File: config.mk
export PLATFORM = sky130hd
export DESIGN_NAME = rtcp_report_stream_parser
export DESIGN_NICKNAME = d
export VERILOG_FILES = /design/src/hdl/rtcp_rsp_pkg.sv /design/src/hdl/rtcp_rsp_decode.sv /design/src/hdl/rtcp_rsp_queue.sv /design/src/hdl/rtcp_report_stream_parser.sv
export SDC_FILE = /design/constraint.sdc
export NUM_CORES = 1
export LEC_CHECK = 0
export ABC_AREA = 1
export BUFFER_PORTS_ARGS = -buffer_cell sky130_fd_sc_hd__buf_2
export CAP_MARGIN = 0
export CORE_AREA = 2 2 243 245
export CTS_BUF_LIST = sky130_fd_sc_hd__clkbuf_2 sky130_fd_sc_hd__clkbuf_4 sky130_fd_sc_hd__clkbuf_8
export DETAILED_ROUTE_END_ITERATION = 16
export DIE_AREA = 0 0 245 247
export PLACE_DENSITY = 0.84
export SLEW_MARGIN = 15
export SYNTH_ARGS = -nofsm -noshare
export SYNTH_HDL_FRONTEND = slang
export SYNTH_HIERARCHICAL = 1
export SYNTH_SLANG_ARGS = --single-unit
export TNS_END_PERCENT = 50
File: constraint.sdc
create_clock -name clk -period 20.6 [get_ports clk]
set_input_delay 0 -clock clk [delete_from_list [all_inputs] [get_ports clk]]
set_output_delay 0 -clock clk [all_outputs]
set_load 0.02 [all_outputs]
File: src/hdl/rtcp_rsp_pkg.sv
// Shared types, constants and helper functions for the RTCP report stream parser.
// Depends on nothing; used by rtcp_rsp_decode, rtcp_rsp_queue and the top level.
package rtcp_rsp_pkg;

    // Report blocks decoded per packet at most
    localparam int MAX_BLOCKS = 4;
    localparam int BIDX_W     = $clog2(MAX_BLOCKS + 1);

    // Byte offset counter
    localparam int          OFF_W   = 19;
    localparam logic [18:0] OFF_MAX = 19'h7ffff;

    // Packet geometry, in bytes
    localparam logic [18:0] HDR_BYTES   = 19'd4;
    localparam logic [18:0] MIN_BYTES   = 19'd8;
    localparam logic [18:0] SR_BASE     = 19'd28;
    localparam logic [18:0] RR_BASE     = 19'd8;
    localparam logic [18:0] BLOCK_BYTES = 19'd24;
    localparam logic [4:0]  BLOCK_LAST  = 5'd23;

    // Last byte offsets of the fixed report fields
    localparam logic [18:0] OFF_SSRC    = 19'd7;
    localparam logic [18:0] OFF_NTP     = 19'd15;
    localparam logic [18:0] OFF_RTP_TS  = 19'd19;
    localparam logic [18:0] OFF_PACKETS = 19'd23;
    localparam logic [18:0] OFF_OCTETS  = 19'd27;

    // Header offsets
    localparam logic [18:0] OFF_COUNT = 19'd0;
    localparam logic [18:0] OFF_TYPE  = 19'd1;
    localparam logic [18:0] OFF_LEN_H = 19'd2;
    localparam logic [18:0] OFF_LEN_L = 19'd3;

    // Payload types
    localparam logic [7:0] PT_SR = 8'd200;
    localparam logic [7:0] PT_RR = 8'd201;

    localparam logic [2:0] BLOCKS_SAT = 3'd7;

    // Result queue
    localparam int QDEPTH = 4;
    localparam int QAW    = $clog2(QDEPTH);
    localparam int QCW    = $clog2(QDEPTH + 1);

    typedef enum logic [3:0] {
        KIND_SSRC,
        KIND_NTP,
        KIND_RTP_TS,
        KIND_PACKETS,
        KIND_OCTETS,
        KIND_BLK_SSRC,
        KIND_FRAC_LOST,
        KIND_CUM_LOST,
        KIND_HIGH_SEQ,
        KIND_JITTER,
        KIND_LSR,
        KIND_DLSR,
        KIND_SUMMARY
    } kind_t;

    typedef enum logic [1:0] {
        ST_OK,
        ST_SHORT,
        ST_OVERRUN
    } status_t;

    typedef struct packed {
        kind_t       kind;
        logic [1:0]  block_index;
        logic [63:0] value;
        status_t     status;
        logic [4:0]  rcount;
        logic [7:0]  ptype;
        logic [2:0]  blocks;
        logic [18:0] pbytes;
        logic        fin;
    } result_t;

    // Up to two results written into the queue in the same cycle
    typedef struct packed {
        logic [1:0] n;
        result_t    first;
        result_t    second;
    } push_t;

    typedef struct packed {
        logic  hit;
        kind_t kind;
    } blk_hit_t;

    // Field that ends at a given byte position inside a report block
    function automatic blk_hit_t block_field(input logic [4:0] pos);
        blk_hit_t r;
        r.hit  = 1'b1;
        r.kind = KIND_BLK_SSRC;
        case (pos)
            5'd3:    r.kind = KIND_BLK_SSRC;
            5'd4:    r.kind = KIND_FRAC_LOST;
            5'd7:    r.kind = KIND_CUM_LOST;
            5'd11:   r.kind = KIND_HIGH_SEQ;
            5'd15:   r.kind = KIND_JITTER;
            5'd19:   r.kind = KIND_LSR;
            5'd23:   r.kind = KIND_DLSR;
            default: r.hit  = 1'b0;
        endcase
        return r;
    endfunction

    // Value width of each field kind
    function automatic logic [63:0] kind_mask(input kind_t k);
        logic [63:0] m;
        case (k)
            KIND_NTP:       m = 64'hffff_ffff_ffff_ffff;
            KIND_FRAC_LOST: m = 64'h0000_0000_0000_00ff;
            KIND_CUM_LOST:  m = 64'h0000_0000_00ff_ffff;
            default:        m = 64'h0000_0000_ffff_ffff;
        endcase
        return m;
    endfunction

endpackage

File: src/hdl/rtcp_rsp_decode.sv
// Per-byte RTCP header and report field decoder with its packet state registers.
// Depends on rtcp_rsp_pkg; produces up to two results per accepted word.
module rtcp_rsp_decode (
    input  logic                 clk,
    input  logic                 rst_n,
    input  logic                 take,
    input  logic [7:0]           data_byte,
    input  logic                 final_byte,
    output rtcp_rsp_pkg::push_t  push
);

    logic [18:0] off_reg,    off_next;
    logic [63:0] shift_reg,  shift_next;
    logic [4:0]  rcount_reg, rcount_next;
    logic [7:0]  ptype_reg,  ptype_next;
    logic [15:0] words_reg,  words_next;
    logic [2:0]  blocks_reg, blocks_next;
    logic [4:0]  bpos_reg,   bpos_next;
    logic [rtcp_rsp_pkg::BIDX_W-1:0] bidx_reg, bidx_next;

    logic [18:0] plen_cur;
    logic [18:0] plen_nx;
    logic [18:0] base;
    logic [18:0] blk_end;
    logic        sr_ok;
    logic        rr;
    logic        in_body;
    logic        in_blocks;
    logic        blk_ok;
    logic        fld_hit;
    rtcp_rsp_pkg::kind_t    fld_kind;
    rtcp_rsp_pkg::blk_hit_t blk_hit;
    rtcp_rsp_pkg::result_t  fld_res;
    rtcp_rsp_pkg::result_t  sum_res;
    rtcp_rsp_pkg::status_t  sum_status;
    logic [18:0] sum_pbytes;

    // Packet geometry from the header already seen
    always_comb
    begin
        plen_cur  = {1'b0, words_reg, 2'b00} + rtcp_rsp_pkg::HDR_BYTES;
        sr_ok     = (ptype_reg == rtcp_rsp_pkg::PT_SR) && (plen_cur >= rtcp_rsp_pkg::SR_BASE);
        rr        = (ptype_reg == rtcp_rsp_pkg::PT_RR);
        base      = sr_ok ? rtcp_rsp_pkg::SR_BASE : (rr ? rtcp_rsp_pkg::RR_BASE : '0);
        in_body   = (off_reg >= rtcp_rsp_pkg::HDR_BYTES) && (off_reg < plen_cur);
        in_blocks = (base != '0) && (off_reg >= base);
        blk_end   = base + rtcp_rsp_pkg::BLOCK_BYTES * (19'(bidx_reg) + 19'd1);
        blk_ok    = in_blocks && (5'(bidx_reg) < rcount_reg)
                    && (int'(bidx_reg) < rtcp_rsp_pkg::MAX_BLOCKS)
                    && (blk_end <= plen_cur);
        blk_hit   = rtcp_rsp_pkg::block_field(bpos_reg);
    end

    // Pick the field that this byte completes, if any
    always_comb
    begin
        fld_hit  = 1'b0;
        fld_kind = rtcp_rsp_pkg::KIND_SSRC;
        if (in_body)
        begin
            if (sr_ok)
            begin
                fld_hit = 1'b1;
                case (off_reg)
                    rtcp_rsp_pkg::OFF_SSRC:    fld_kind = rtcp_rsp_pkg::KIND_SSRC;
                    rtcp_rsp_pkg::OFF_NTP:     fld_kind = rtcp_rsp_pkg::KIND_NTP;
                    rtcp_rsp_pkg::OFF_RTP_TS:  fld_kind = rtcp_rsp_pkg::KIND_RTP_TS;
                    rtcp_rsp_pkg::OFF_PACKETS: fld_kind = rtcp_rsp_pkg::KIND_PACKETS;
                    rtcp_rsp_pkg::OFF_OCTETS:  fld_kind = rtcp_rsp_pkg::KIND_OCTETS;
                    default:                   fld_hit  = 1'b0;
                endcase
            end
            else if (rr && (off_reg == rtcp_rsp_pkg::OFF_SSRC))
            begin
                fld_hit = 1'b1;
            end
            // Report blocks take over once past the fixed part
            if (blk_ok)
            begin
                fld_hit  = blk_hit.hit;
                fld_kind = blk_hit.kind;
            end
        end
    end

    // Next state of the packet registers
    always_comb
    begin
        off_next    = (off_reg != rtcp_rsp_pkg::OFF_MAX) ? off_reg + 19'd1 : off_reg;
        shift_next  = {shift_reg[55:0], data_byte};
        rcount_next = (off_reg == rtcp_rsp_pkg::OFF_COUNT) ? data_byte[4:0] : rcount_reg;
        ptype_next  = (off_reg == rtcp_rsp_pkg::OFF_TYPE) ? data_byte : ptype_reg;
        words_next  = ((off_reg == rtcp_rsp_pkg::OFF_LEN_H) || (off_reg == rtcp_rsp_pkg::OFF_LEN_L))
                      ? {words_reg[7:0], data_byte} : words_reg;
        blocks_next = blocks_reg;
        if (fld_hit && (fld_kind == rtcp_rsp_pkg::KIND_DLSR)
            && (blocks_reg != rtcp_rsp_pkg::BLOCKS_SAT))
        begin
            blocks_next = blocks_reg + 3'd1;
        end
        // Block position tracks the offset past the fixed part
        bpos_next = bpos_reg;
        bidx_next = bidx_reg;
        if ((base != '0) && (off_reg == base - 19'd1))
        begin
            bpos_next = '0;
            bidx_next = '0;
        end
        else if (in_blocks)
        begin
            if (bpos_reg == rtcp_rsp_pkg::BLOCK_LAST)
            begin
                bpos_next = '0;
                if (int'(bidx_reg) < rtcp_rsp_pkg::MAX_BLOCKS)
                begin
                    bidx_next = bidx_reg + rtcp_rsp_pkg::BIDX_W'(1);
                end
            end
            else
            begin
                bpos_next = bpos_reg + 5'd1;
            end
        end
    end

    // Build the field and summary results
    always_comb
    begin
        plen_nx    = {1'b0, words_next, 2'b00} + rtcp_rsp_pkg::HDR_BYTES;
        sum_pbytes = (off_next >= rtcp_rsp_pkg::HDR_BYTES) ? plen_nx : '0;
        if (off_next < rtcp_rsp_pkg::MIN_BYTES)
        begin
            sum_status = rtcp_rsp_pkg::ST_SHORT;
        end
        else if (sum_pbytes > off_next)
        begin
            sum_status = rtcp_rsp_pkg::ST_OVERRUN;
        end
        else
        begin
            sum_status = rtcp_rsp_pkg::ST_OK;
        end

        fld_res.kind        = fld_kind;
        fld_res.block_index = (fld_kind >= rtcp_rsp_pkg::KIND_BLK_SSRC) ? 2'(bidx_reg) : 2'd0;
        fld_res.value       = shift_next & rtcp_rsp_pkg::kind_mask(fld_kind);
        fld_res.status      = rtcp_rsp_pkg::ST_OK;
        fld_res.rcount      = rcount_next;
        fld_res.ptype       = ptype_next;
        fld_res.blocks      = blocks_next;
        fld_res.pbytes      = plen_cur;
        fld_res.fin         = 1'b0;

        sum_res.kind        = rtcp_rsp_pkg::KIND_SUMMARY;
        sum_res.block_index = 2'd0;
        sum_res.value       = '0;
        sum_res.status      = sum_status;
        sum_res.rcount      = rcount_next;
        sum_res.ptype       = ptype_next;
        sum_res.blocks      = blocks_next;
        sum_res.pbytes      = sum_pbytes;
        sum_res.fin         = 1'b1;

        push.first  = fld_hit ? fld_res : sum_res;
        push.second = sum_res;
        push.n      = take ? ({1'b0, fld_hit} + {1'b0, final_byte}) : 2'd0;
    end

    // Advance on each accepted word; clear after the final word
    always_ff @(posedge clk or negedge rst_n)
    begin
        if (!rst_n)
        begin
            off_reg    <= '0;
            shift_reg  <= '0;
            rcount_reg <= '0;
            ptype_reg  <= '0;
            words_reg  <= '0;
            blocks_reg <= '0;
            bpos_reg   <= '0;
            bidx_reg   <= '0;
        end
        else if (take)
        begin
            if (final_byte)
            begin
                off_reg    <= '0;
                shift_reg  <= '0;
                rcount_reg <= '0;
                ptype_reg  <= '0;
                words_reg  <= '0;
                blocks_reg <= '0;
                bpos_reg   <= '0;
                bidx_reg   <= '0;
            end
            else
            begin
                off_reg    <= off_next;
                shift_reg  <= shift_next;
                rcount_reg <= rcount_next;
                ptype_reg  <= ptype_next;
                words_reg  <= words_next;
                blocks_reg <= blocks_next;
                bpos_reg   <= bpos_next;
                bidx_reg   <= bidx_next;
            end
        end
    end

    a_final_clears: assert property (@(posedge clk) disable iff (!rst_n)
        take && final_byte |=> (off_reg == '0) && (blocks_reg == '0))
        else $error("packet state not cleared after final word");

    a_pair_needs_final: assert property (@(posedge clk) disable iff (!rst_n)
        (push.n == 2'd2) |-> final_byte && push.second.fin)
        else $error("two results without a final word");

    a_offset_advances: assert property (@(posedge clk) disable iff (!rst_n)
        take && !final_byte |=> off_reg != '0)
        else $error("byte offset wrapped");

endmodule

File: src/hdl/rtcp_rsp_queue.sv
// Small result queue that takes up to two results a cycle and hands out one.
// Depends on rtcp_rsp_pkg for the result and push types.
module rtcp_rsp_queue (
    input  logic                   clk,
    input  logic                   rst_n,
    input  rtcp_rsp_pkg::push_t    push,
    input  logic                   pop,
    output logic                   room,
    output logic                   avail,
    output rtcp_rsp_pkg::result_t  head
);

    rtcp_rsp_pkg::result_t entries_reg [rtcp_rsp_pkg::QDEPTH];
    logic [rtcp_rsp_pkg::QAW-1:0] wr_reg,    wr_next;
    logic [rtcp_rsp_pkg::QAW-1:0] rd_reg,    rd_next;
    logic [rtcp_rsp_pkg::QCW-1:0] count_reg, count_next;
    logic [rtcp_rsp_pkg::QAW-1:0] wr_plus1;
    logic                          do_pop;

    // Room for a full pair whatever the reader does
    assign room   = count_reg <= rtcp_rsp_pkg::QCW'(rtcp_rsp_pkg::QDEPTH - 2);
    assign avail  = count_reg != '0;
    assign head   = entries_reg[rd_reg];
    assign do_pop = pop && avail;

    // Pointer and fill bookkeeping
    always_comb
    begin
        wr_plus1   = wr_reg + rtcp_rsp_pkg::QAW'(1);
        wr_next    = wr_reg + rtcp_rsp_pkg::QAW'(push.n);
        rd_next    = do_pop ? rd_reg + rtcp_rsp_pkg::QAW'(1) : rd_reg;
        count_next = count_reg + rtcp_rsp_pkg::QCW'(push.n)
                     - rtcp_rsp_pkg::QCW'(do_pop);
    end

    always_ff @(posedge clk or negedge rst_n)
    begin
        if (!rst_n)
        begin
            wr_reg    <= '0;
            rd_reg    <= '0;
            count_reg <= '0;
        end
        else
        begin
            wr_reg    <= wr_next;
            rd_reg    <= rd_next;
            count_reg <= count_next;
        end
    end

    // Write the entries; payload needs no reset
    always_ff @(posedge clk)
    begin
        if (push.n != 2'd0)
        begin
            entries_reg[wr_reg] <= push.first;
        end
        if (push.n == 2'd2)
        begin
            entries_reg[wr_plus1] <= push.second;
        end
    end

    a_no_overflow: assert property (@(posedge clk) disable iff (!rst_n)
        count_reg <= rtcp_rsp_pkg::QCW'(rtcp_rsp_pkg::QDEPTH))
        else $error("result queue overflow");

    a_push_with_room: assert property (@(posedge clk) disable iff (!rst_n)
        (push.n != 2'd0) |-> room)
        else $error("push into a full result queue");

    a_head_held: assert property (@(posedge clk) disable iff (!rst_n)
        avail && !pop |=> avail && $stable(head))
        else $error("waiting result word changed");

endmodule

File: src/hdl/rtcp_report_stream_parser.sv
// Top level of the RTCP sender/receiver report stream parser.
// Depends on rtcp_rsp_pkg, rtcp_rsp_decode and rtcp_rsp_queue.
//
//  port group   handshake                   contents
//  ----------   -------------------------   ---------------------------------------
//  input word   data_valid / data_ready     data_byte, final_byte
//  result word  result_valid / result_ready field_kind, block_index, field_value,
//                                           parse_status, report_count, payload_type,
//                                           blocks_parsed, packet_bytes, is_final
//
// One input word per cycle while data_ready is high; results are registered in the queue.
// A final word that also completes a field yields two results: the field, then the summary.
// Results wait in a four-entry queue; data_ready drops while fewer than two entries are free.
// Reset clears the offset, header and block state; a final word does the same.
module rtcp_report_stream_parser (
    input  logic        clk,
    input  logic        rst_n,
    input  logic        data_valid,
    output logic        data_ready,
    input  logic [7:0]  data_byte,
    input  logic        final_byte,
    output logic        result_valid,
    input  logic        result_ready,
    output logic [3:0]  field_kind,
    output logic [1:0]  block_index,
    output logic [63:0] field_value,
    output logic [1:0]  parse_status,
    output logic [4:0]  report_count,
    output logic [7:0]  payload_type,
    output logic [2:0]  blocks_parsed,
    output logic [18:0] packet_bytes,
    output logic        is_final
);

    logic                  accept;
    rtcp_rsp_pkg::push_t   push;
    rtcp_rsp_pkg::result_t head;

    assign accept = data_valid && data_ready;

    // Decode the word and update the packet state
    rtcp_rsp_decode u_decode (
        .clk        (clk),
        .rst_n      (rst_n),
        .take       (accept),
        .data_byte  (data_byte),
        .final_byte (final_byte),
        .push       (push)
    );

    // Hold results until the consumer takes them
    rtcp_rsp_queue u_queue (
        .clk   (clk),
        .rst_n (rst_n),
        .push  (push),
        .pop   (result_ready),
        .room  (data_ready),
        .avail (result_valid),
        .head  (head)
    );

    // Drive the result word from the queue head
    assign field_kind    = head.kind;
    assign block_index   = head.block_index;
    assign field_value   = head.value;
    assign parse_status  = head.status;
    assign report_count  = head.rcount;
    assign payload_type  = head.ptype;
    assign blocks_parsed = head.blocks;
    assign packet_bytes  = head.pbytes;
    assign is_final      = head.fin;

endmodule
==> impl_metrics.env <==
export IMPL_instances_no_fill=5115
export IMPL_clock_latency_ns=0.71
export IMPL_placed_cell_area_um2=33600
export IMPL_crit_slowest_cell="buf_4"
export IMPL_drt_iter0_drc=3139
export IMPL_setup_tns_ns=0
export IMPL_synth_seq_cells=554
export IMPL_hold_buffers=13
export IMPL_rows=89
export IMPL_largest_reg_flops=432
export IMPL_min_to="u_decode/shift_reg[33]$_DFFE_PN0P_"
export IMPL_ctsResizeCount=0
export IMPL_ys_warn_count=6
export IMPL_gp_congestion=0.964
export IMPL_clk_transition_reported_paths_ns=0.06
export IMPL_synth_simple_area_share_pct=31.6
export IMPL_r2r_start="u_decode/words_reg[0]$_DFFE_PN0P_"
export IMPL_die_x_um=245
export IMPL_seq_area_um2=16000
export IMPL_seq_area_frac_synth_pct=48.3
export IMPL_cts_sinks=554
export IMPL_syn_area_um2=33200
export IMPL_area_growth_pct=7.60
export IMPL_slew_headroom_pct=21.7
export IMPL_cts_made_buffers=93
export IMPL_drive_above_1_share_pct=9.91
export IMPL_cap_violations=0
export IMPL_worstMarginPinSlew_ns=1.17
export IMPL_drc=0
export IMPL_hp_start="data_valid"
export IMPL_antenna_found_initial=1
export IMPL_hold_class="in2reg"
export IMPL_finalCritPeriodShare_pct=46.4
export IMPL_port_buffers=122
export IMPL_synth_avg_cell_area_um2=7.79
export IMPL_cts_root_buf="clkbuf_8"
export IMPL_synth_cell_types=52
export IMPL_die_h_um=247
export IMPL_grt_pass1_wl_mm=146
export IMPL_ir_drop_mv=0.104
export IMPL_hold_viol_final=0
export IMPL_vias_per_cell=5.68
export IMPL_reg2reg_slack_ns=11.04
export IMPL_cts_tree="done"
export IMPL_wire_per_inst_um=18.2
export IMPL_clk_path_buf_depth=3
export IMPL_critPathArrivalTime_ns=9.87
export IMPL_r2r_cells=37
export IMPL_core_area_um2=58200
export IMPL_finalMaxSlewViolations=0
export IMPL_synth_edf_count=432
export IMPL_endpoint_kind="flop"
export IMPL_synthXorXnorAreaFrac_pct=0.687
export IMPL_worstPathRequired_ns=20.91
export IMPL_crit_type="reg2reg"
export IMPL_grt_usage_pct=30.5
export IMPL_slowest_delay_ns=0.96
export IMPL_status="finished clean"
export IMPL_dp_hpwl_mm=56.6
export IMPL_drt_pre_antenna_iters=6
export IMPL_synth_compound_area_share_pct=7.33
export IMPL_syn_inst=4256
export IMPL_die_area_um2=60500
export IMPL_fmax_mhz=105
export IMPL_synth_ff_type="edfxtp_1"
export IMPL_initial_utilization_pct=57.0
export IMPL_setup_ws_ns=11.04
export IMPL_synth_fa_ha_area_share_pct=2.65
export IMPL_synth_area_mux_share_pct=0
export IMPL_synth_top_family_by_area="simple AND/OR/NAND/NOR gates"
export IMPL_vias=29060
export IMPL_hold_depth=5
export IMPL_ys_async_sr_fraction_pct=22.0
export IMPL_nFillCells=4875
export IMPL_setup_viol=0
export IMPL_power_density_nw_per_um2=136
export IMPL_rsz0062_at_grt="no"
export IMPL_h_tree_depth=3
export IMPL_antenna_left=0
export IMPL_crit_top_cell="nand2_1"
export IMPL_postCtsSetupRepairBufs=0
export IMPL_nNetsFinal=4342
export IMPL_io_pins=123
export IMPL_timing_rr_end="u_queue/entries_reg[3][96]$_DFFE_PP_"
export IMPL_cp_start_kind="flop"
export IMPL_multiInputGateArea_um2=14400
export IMPL_dp_slack_ns=11.12
export IMPL_grt_max_degree=156
export IMPL_layout_min_cycle_time_ns=9.56
export IMPL_crit_fanout=155
export IMPL_dp_cells=4924
export IMPL_fin_area_um2=35700
export IMPL_grt_pass1_vias=27339
export IMPL_finClkSkew_ns=0.0336
export IMPL_grt_overflow_total=0
export IMPL_wirelength_mm=93.0
export IMPL_p_leak_nw=16.3
==> worst max path at each step <==
stage	start	endpoint	slack, ns	cells past startpoint
2_1_floorplan	u_decode/words_reg[0]$_DFFE_PN0P_	u_queue/entries_reg[3][0]$_DFFE_PP_	12.73	41
3_3_place_gp	u_decode/words_reg[0]$_DFFE_PN0P_	u_queue/entries_reg[2][65]$_DFFE_PP_	11.27	36
3_5_place_dp	u_decode/words_reg[0]$_DFFE_PN0P_	u_queue/entries_reg[2][65]$_DFFE_PP_	11.12	37
4_1_cts	u_decode/words_reg[0]$_DFFE_PN0P_	u_queue/entries_reg[2][81]$_DFFE_PP_	11.12	36
5_1_grt	u_decode/words_reg[0]$_DFFE_PN0P_	u_queue/entries_reg[2][6]$_DFFE_PP_	10.25	35
6_report	u_decode/words_reg[0]$_DFFE_PN0P_	u_queue/entries_reg[3][96]$_DFFE_PP_	11.04	37
==> metrics by stage <==
stage          power (mW)  hold slack [ns]  utilization [%]
2_1_floorplan        3.13           -0.296                -
3_3_place_gp         3.74            0.145             57.6
3_5_place_dp         3.79            0.143             57.6
4_1_cts              4.80           0.0314             61.2
5_1_grt              5.14            0.100             61.3
6_report             4.84           0.0763             61.3
==> layout by cell type (no fill, tap or decap), drive strengths merged <==
master / count
a211oi: 1
a31oi: 1
diode: 3
o21bai: 2
nor3b: 3
inv: 351
o221ai: 1
bufinv: 3
conb: 75
a21oi: 36
nand4: 32
nand3: 394
nor4: 6
clkbuf: 128
or2: 4
o22ai: 88
dfrtp: 122
xnor2: 2
fa: 2
a2111oi: 1
nor2: 351
ha: 67
nor3: 86
and3: 2
buf: 157
and2: 3
edfxtp: 432
o2111ai: 3
nand3b: 6
nand2: 1592
o21a: 2
o21ai: 303
dlygate4sd3: 12
xor2: 24
a311oi: 1
o31ai: 3
clkinvlp: 1
a22o: 3
clkinv: 39
==> logic make-up after synthesis <==
group	after synthesis
adder cells (fa/ha/maj)	69
AO/OA/AOI/OAI	445
buffers and inverters	681
AND/OR/NAND/NOR	2479
flip-flops	554
XOR/XNOR	26
other	2
==> layout make-up <==
cell class / instances / area share, %
Multi-Input combinational cell: 3094 / 40.3
Inverter: 348 / 3.70
Clock buffer: 128 / 4.50
Sequential cell: 554 / 44.9
Antenna cell: 3 / 0.0210
Tap cell: 773 / 2.71
Clock inverter: 46 / 0.908
Timing Repair Buffer: 169 / 2.95
==> layer usage <==
metal | global-route usage (%) | wire (um) | vias up
met5 | 0 | 0 | -
li1 | - | - | 13795
met3 | 5.10 | 9850 | 234
met2 | 49.5 | 43600 | 1705
met1 | 40.0 | 35900 | 13326
met4 | 14.5 | 3670 | 0
==> critical path, delay by kind of cell (launching register included) <==
kind	cells	cell delay, ns
xor gates and xnor gates	1	0.18
buffers and inverters	6	2.59
adders and majority gates	4	1.29
DFF	1	0.48
and+or+nand+nor	26	4.48
==> cell usage after synthesis (all sizes together), types with 67 or more instances <==
cell / instances / share of area (%)
nor3: 86 / 2.0
dfrtp: 122 / 9.2
nor2: 351 / 4.2
nand3: 394 / 6.1
buf: 233 / 4.3
edfxtp: 432 / 39
nand2: 1592 / 18
o22ai: 88 / 1.7
ha: 67 / 2.5
clkbuf: 100 / 1.1
o21ai: 303 / 4.6
inv: 346 / 3.9
==> power by group <==
group / switching [mW] / internal [mW]
clock network: 0.469 / 0.548
logic: 1.70 / 0.610
registers: 0.102 / 1.42
total: 2.27 / 2.57
Power figures use the tool's default switching activity.
